File: config.mk
export PLATFORM = sky130hd
export DESIGN_NAME = pbqt_lane
export DESIGN_NICKNAME = d
export VERILOG_FILES = /design/src/rtl/pbqt_pkg.sv /design/src/rtl/pbqt_lane.sv
export SDC_FILE = /design/constraint.sdc
export NUM_CORES = 1
export LEC_CHECK = 0
export BUFFER_PORTS_ARGS = -buffer_cell sky130_fd_sc_hd__buf_2
export CORE_AREA = 2 2 80 82
export DETAILED_ROUTE_END_ITERATION = 10
export DIE_AREA = 0 0 82 84
export PLACE_DENSITY = 0.82
export SLEW_MARGIN = 20
export SYNTH_ARGS = -nofsm -noshare
export SYNTH_HDL_FRONTEND = slang
export SYNTH_SLANG_ARGS = --single-unit
File: constraint.sdc
create_clock -name vclk -period 8.1
set_input_delay 1.215 -clock vclk [all_inputs]
set_output_delay 1.215 -clock vclk [all_outputs]
set_load 0.01 [all_outputs]
File: src/rtl/pbqt_pkg.sv
// Shared types, constants and helpers for the packed bitmap quarter-turn block.
`default_nettype none

package pbqt_pkg;

  localparam int WORD_W      = 16;
  localparam int LANES       = 16;
  localparam int LANE_W      = 4;
  localparam int ADDR_W      = 8;
  localparam int STORE_DEPTH = 256;
  localparam int DIM_W       = 7;
  localparam int POS_W       = 6;
  localparam int SC_W        = 9;
  localparam int WPR_W       = 3;
  localparam int COL_W       = 2;
  localparam int MODE_W      = 3;
  localparam int CFG_IDX_W   = 2;
  localparam int MAX_WIDTH   = 64;
  localparam int MAX_HEIGHT  = 64;

  localparam logic [MODE_W-1:0] MODE_ROT0   = 3'd0;
  localparam logic [MODE_W-1:0] MODE_ROT90  = 3'd1;
  localparam logic [MODE_W-1:0] MODE_ROT180 = 3'd2;
  localparam logic [MODE_W-1:0] MODE_ROT270 = 3'd3;
  localparam logic [MODE_W-1:0] MODE_MIRROR = 3'd4;

  // Register indexes on the cfg_ port.
  localparam logic [CFG_IDX_W-1:0] REG_WIDTH  = 2'd0;
  localparam logic [CFG_IDX_W-1:0] REG_HEIGHT = 2'd1;
  localparam logic [CFG_IDX_W-1:0] REG_MODE   = 2'd2;

  // Request kinds carried on in_tuser.
  localparam logic REQ_WRITE = 1'b0;
  localparam logic REQ_READ  = 1'b1;

  // Geometry of the destination row being built, shared by all lanes.
  typedef struct packed {
    logic [DIM_W-1:0]  w;
    logic [DIM_W-1:0]  h;
    logic [WPR_W-1:0]  wpr;
    logic [POS_W-1:0]  xc;
    logic [POS_W-1:0]  yc;
    logic [MODE_W-1:0] mode;
    logic [POS_W-1:0]  row;
    logic [COL_W-1:0]  col;
    logic              row_ok;
  } ctx_t;

  // Source pixel one lane needs: store word, bit in it, and whether it exists.
  typedef struct packed {
    logic              ok;
    logic [ADDR_W-1:0] addr;
    logic [LANE_W-1:0] bitpos;
  } lane_res_t;

  typedef struct packed {
    logic              start;
    logic              we;
    logic [ADDR_W-1:0] waddr;
    logic [WORD_W-1:0] wdata;
  } gth_ctrl_t;

  typedef struct packed {
    logic              busy;
    logic [WORD_W-1:0] word;
  } gth_stat_t;

  // Exact floor(v/3) for 8-bit v via reciprocal multiply.
  function automatic logic [ADDR_W-1:0] div3(input logic [ADDR_W-1:0] v);
    logic [ADDR_W+8:0] p;
    p = {9'd0, v} * 17'd171;
    return p[ADDR_W+8:9];
  endfunction

endpackage

`default_nettype wire

File: src/rtl/pbqt_lane.sv
// One lane: maps a destination pixel to its source word address and bit.
`default_nettype none

module pbqt_lane import pbqt_pkg::*; (
  input  ctx_t              ctx,
  input  logic [LANE_W-1:0] lane_idx,
  output lane_res_t         res
);

  logic [POS_W-1:0]       j;
  logic signed [SC_W-1:0] jv, kv, xcv, ycv, wv, hv, dj, dk, sx, sy;
  logic                   x_ok, y_ok, j_ok;
  logic [8:0]             row_base;

  always_comb begin
    j   = {ctx.col, lane_idx};
    jv  = $signed({{(SC_W-POS_W){1'b0}}, j});
    kv  = $signed({{(SC_W-POS_W){1'b0}}, ctx.row});
    xcv = $signed({{(SC_W-POS_W){1'b0}}, ctx.xc});
    ycv = $signed({{(SC_W-POS_W){1'b0}}, ctx.yc});
    wv  = $signed({{(SC_W-DIM_W){1'b0}}, ctx.w});
    hv  = $signed({{(SC_W-DIM_W){1'b0}}, ctx.h});
    dj  = jv - xcv;
    dk  = kv - ycv;
    case (ctx.mode)
      MODE_ROT90: begin
        sx = xcv + dk;
        sy = ycv - dj;
      end
      MODE_ROT180: begin
        sx = xcv - dj;
        sy = ycv - dk;
      end
      MODE_ROT270: begin
        sx = xcv - dk;
        sy = ycv + dj;
      end
      MODE_MIRROR: begin
        sx = wv - 9'sd1 - jv;
        sy = kv;
      end
      default: begin
        sx = jv;
        sy = kv;
      end
    endcase
    j_ok = {1'b0, j} < ctx.w;
    x_ok = !sx[SC_W-1] && (sx < wv);
    y_ok = !sy[SC_W-1] && (sy < hv);
    row_base = {3'b000, sy[POS_W-1:0]} * {6'd0, ctx.wpr};
    res.ok     = ctx.row_ok & j_ok & x_ok & y_ok;
    res.addr   = row_base[ADDR_W-1:0] + {6'd0, sx[5:4]};
    res.bitpos = sx[LANE_W-1:0];
  end

endmodule

`default_nettype wire

After elaboration in Yosys (flattened, before gate mapping)
Index checks and enable logic that the tools add are counted.

Add/sub/neg operators: 11. Multiply operators: 1. Magnitude comparators: 3. Equality and inequality tests: 4. Multiplexer cells: 2. Bitwise logic cells: 3. Reductions and logical operators: 4.

Operator list (number): 9-bit case mux with 4 select lines (1); 7-bit by 7-bit subtractor with 8-bit output (4); 9-bit case mux with 3 select lines (1); 9-bit by 8-bit < comparator with 1-bit output (2); 7-bit by 7-bit adder with 8-bit output (2); 6-bit by 6-bit subtractor with 7-bit output (2); 8-bit by 7-bit subtractor with 9-bit output (1); 8-bit by 2-bit adder with 8-bit output (1); 6-bit by 3-bit multiplier with 8-bit output (1); 7-bit by 1-bit subtractor with 8-bit output, second input constant (1); 6-bit by 7-bit < comparator with 1-bit output (1); 3-bit by 2-bit == test with 1-bit output, second input constant (2); 1-bit bitwise AND (3); 3-bit by 1-bit == test with 1-bit output, second input constant (1); 3-bit == test, second input constant (1); 1-bit logical AND (2); 1-bit zero test (2).

Flip-flop bits (word level): 0. Bits of input ports: 45. Output and inout port bits: 13. Logic and storage cells: 28.

Logic depth before layout (Yosys ltp)
Depth in word-level cells: 7. Mapped depth: 28. Mapped depth without buffers: 28.

Worst setup path before layout
No wires, ideal clock.

Path type: input -> output. Start point: input port ctx[3] in the netlist's numbering. End point: output port res[11] in the netlist's numbering. Arrival time: 5.841 ns. Slack: 1.044 ns. Stages: 24. Path buffers: 0. Path through: inv_1 -> ha_1 -> inv_1 -> fa_1 -> inv_1 -> ha_1 -> mux2i_1 -> o21ai_0 -> ha_1 -> a21o_1 -> a21oi_1 -> o21bai_1 -> a21o_1 -> xor2_1 -> mux2_2 -> and2_1 -> fa_1 -> ha_1 -> ha_1 -> inv_1 -> o21bai_1 -> a21oi_1 -> xnor2_1 -> xnor2_1.

RTL lines: start, declared (line pbqt_lane.sv:5) `input ctx_t ctx,`; end, declared (line pbqt_lane.sv:7) `output lane_res_t res`.

==> impl_metrics.json <==
{
  "clockBufferCount": 0,
  "drtAntennaViolNets": 0,
  "min_period_ps": 7650,
  "hpwl_mm": 7.689,
  "highest_layer": "met4",
  "met3_length_um": 362,
  "max_cap_violations": 0,
  "grt_max_degree": 28,
  "worstMarginPinSlew_ps": 604.0,
  "initial_core_util_pct": 57.35,
  "syn_to_final_growth_pct": 10.92,
  "yosys.area.top_type_share_pct": 28.63,
  "rsz0062_at_grt": "no",
  "dp_cells": 590,
  "synth_compound_area_share_pct": 23.23,
  "remaining_drc_errors": 0,
  "yosys_warnings": 0,
  "place_ws_ps": 467.8,
  "synth_area_um2": 3496,
  "rows": 29,
  "die_height_um": 84,
  "fp.dieArea_um2": 6888,
  "drive_gt1_share_pct": 15.98,
  "hold_buffers": 0,
  "die_width_um": 82,
  "outcome": "finished, final reports clean",
  "crit_family": "adder cells",
  "crit_top_cell": "ha_1",
  "pin_count": 58,
  "route.met2.wl_mm": 4.407,
  "peakVddDrop_mv": 0.1082,
  "postSynthCellCount": 461,
  "slowest_delay_ps": 550,
  "port_buffers": 58,
  "post_cts_resized": 0,
  "register_area_um2": 0,
  "cts_setup_buffers": 0,
  "drt-initial-drc-count": 197,
  "overflow": 0,
  "gp_congestion": 0.9062,
  "seq_area_frac_synth_pct": 0,
  "period_share_pct": 94.45,
  "finalHoldViolations": 0,
  "routedLengthMet1_mm": 3.996,
  "track_usage_pct": 26.74,
  "worst-path-buf-inv": 5,
  "coreArea_um2": 6096,
  "yosys.area_share.simple_pct": 18.00,
  "synthTopCellsByArea": "ha_1 29%, xnor2_1 7.0%, fa_1 6.9%, inv_1 6.8%, a21oi_1 6.3%",
  "whs_path_depth": 4,
  "final_cell_count_no_fill": 590,
  "fin_ws_ps": 449.9,
  "min_path_type": "input port to output pin",
  "crit_required_ps": 6880,
  "synth_top_family_by_area": "adder cells",
  "grt_pass1_wl_mm": 14.99,
  "fmax_mhz": 130.7,
  "p_leak_nw": 2.016,
  "antenna_found_initial": 0,
  "synth_xor_area_share_pct": 11.67,
  "synthMuxAreaShare_pct": 3.722,
  "vias": 3349,
  "via_per_inst": 5.676,
  "seq_cells": 0,
  "worst_setup_path_start_kind": "input port",
  "drv_slew": 0,
  "power.density_nw_per_um2": 130.5,
  "yosysTopAreaCell": "ha_1",
  "cp.depth": 27,
  "diodes": 0,
  "avgSynthCellArea_um2": 7.583,
  "final_nets": 652,
  "wl_mm": 8.823,
  "arrival_ps": 6440,
  "maxSlewHeadroom_pct": 59.63,
  "cp-end-kind": "output pin",
  "tns_ps": 0,
  "synth_nets": 598,
  "firstDrtPassIters": 4,
  "cpMaxStageDelayCell": "fa_1",
  "critPathKind": "input port to output pin",
  "crit_fanout": 4,
  "synth_cell_types": 57,
  "grt_pass1_vias": 3337,
  "yosys.area_share.adder_pct": 35.50,
  "setup_violations": 0,
  "wire_per_inst_um": 14.95,
  "fillers": 565
}
area by class of cell:
class              count  area, um2  area share (%)
multi-input cells    388       3228           83.25
inverters             64      240.2           6.196
repair buffers        61      312.8           8.067
well taps             77      96.34           2.485
tightest hold or removal path, cell delays in order:
cell     delay [ps]
buf_2           130
nand2_1          80
xnor2_1          60
buf_2           130
per-stage QoR:
step	area (um2)	total power [mW]	util, %	hold slack (ps)
after CTS	3870	0.5032	63.49	2825
after floorplan	3496	0.3700	-	2575
final	3877	0.5061	63.61	2827
after global routing	3877	0.5703	63.61	2854
after global placement	3870	0.4790	63.49	2836
after detailed placement	3870	0.4981	63.49	2824
power by group:
group | internal (mW) | switching (mW) | leakage, nW
Sequential | 0 | 0 | 0
Combinational | 0.223 | 0.283 | 2.02
Clock | 0 | 0 | 0
cells by family (layout without fill, tap and decap cells):
| kind of cell | count (synthesis) | in the layout |
|---|---|---|
| compound gates | 124 | 124 |
| buf+inv | 73 | 125 |
| mux | 11 | 11 |
| xor+xnor | 44 | 44 |
| fa+ha+maj | 92 | 92 |
| simple gates | 117 | 117 |
layout by cell type (no fill, tap or decap), types with 8 or more instances in the layout:
cell type and count:
inv_1 63, nor2b_1 19, nor2_1 22, nand2_1 23, o21bai_1 12, xor2_1 13, o21ai_0 27, nand2b_1 11
buf_2 58, nor3_1 8, a21oi_1 44, fa_1 12, xnor2_1 27, ha_1 80
synthesized netlist by cell type, drive strengths merged, types with 6 or more instances:
library cell / n
ha: 80
inv: 64
a21oi: 46
xnor2: 29
o21ai: 28
nand2: 23
nor2: 22
nor2b: 19
xor2: 15
fa: 12
o21bai: 12
nand2b: 11
clkbuf: 8
nor3: 8
a21o: 7
and2: 7
mux2i: 7
nand3: 6
final timing paths:
check                 startpoint      end  slack, ps
worst max-delay path      ctx[3]  res[11]        450
worst min-delay path     ctx[26]  res[11]       2830
metal layers:
layer / track usage (%) / vias up
met5: 0 / -
met4: 2.727 / 0
met3: 1.515 / 8
met2: 48.85 / 72
met1: 34.96 / 1552
li1: - / 1717
No activity file was read; power rests on OpenSTA's default activity.
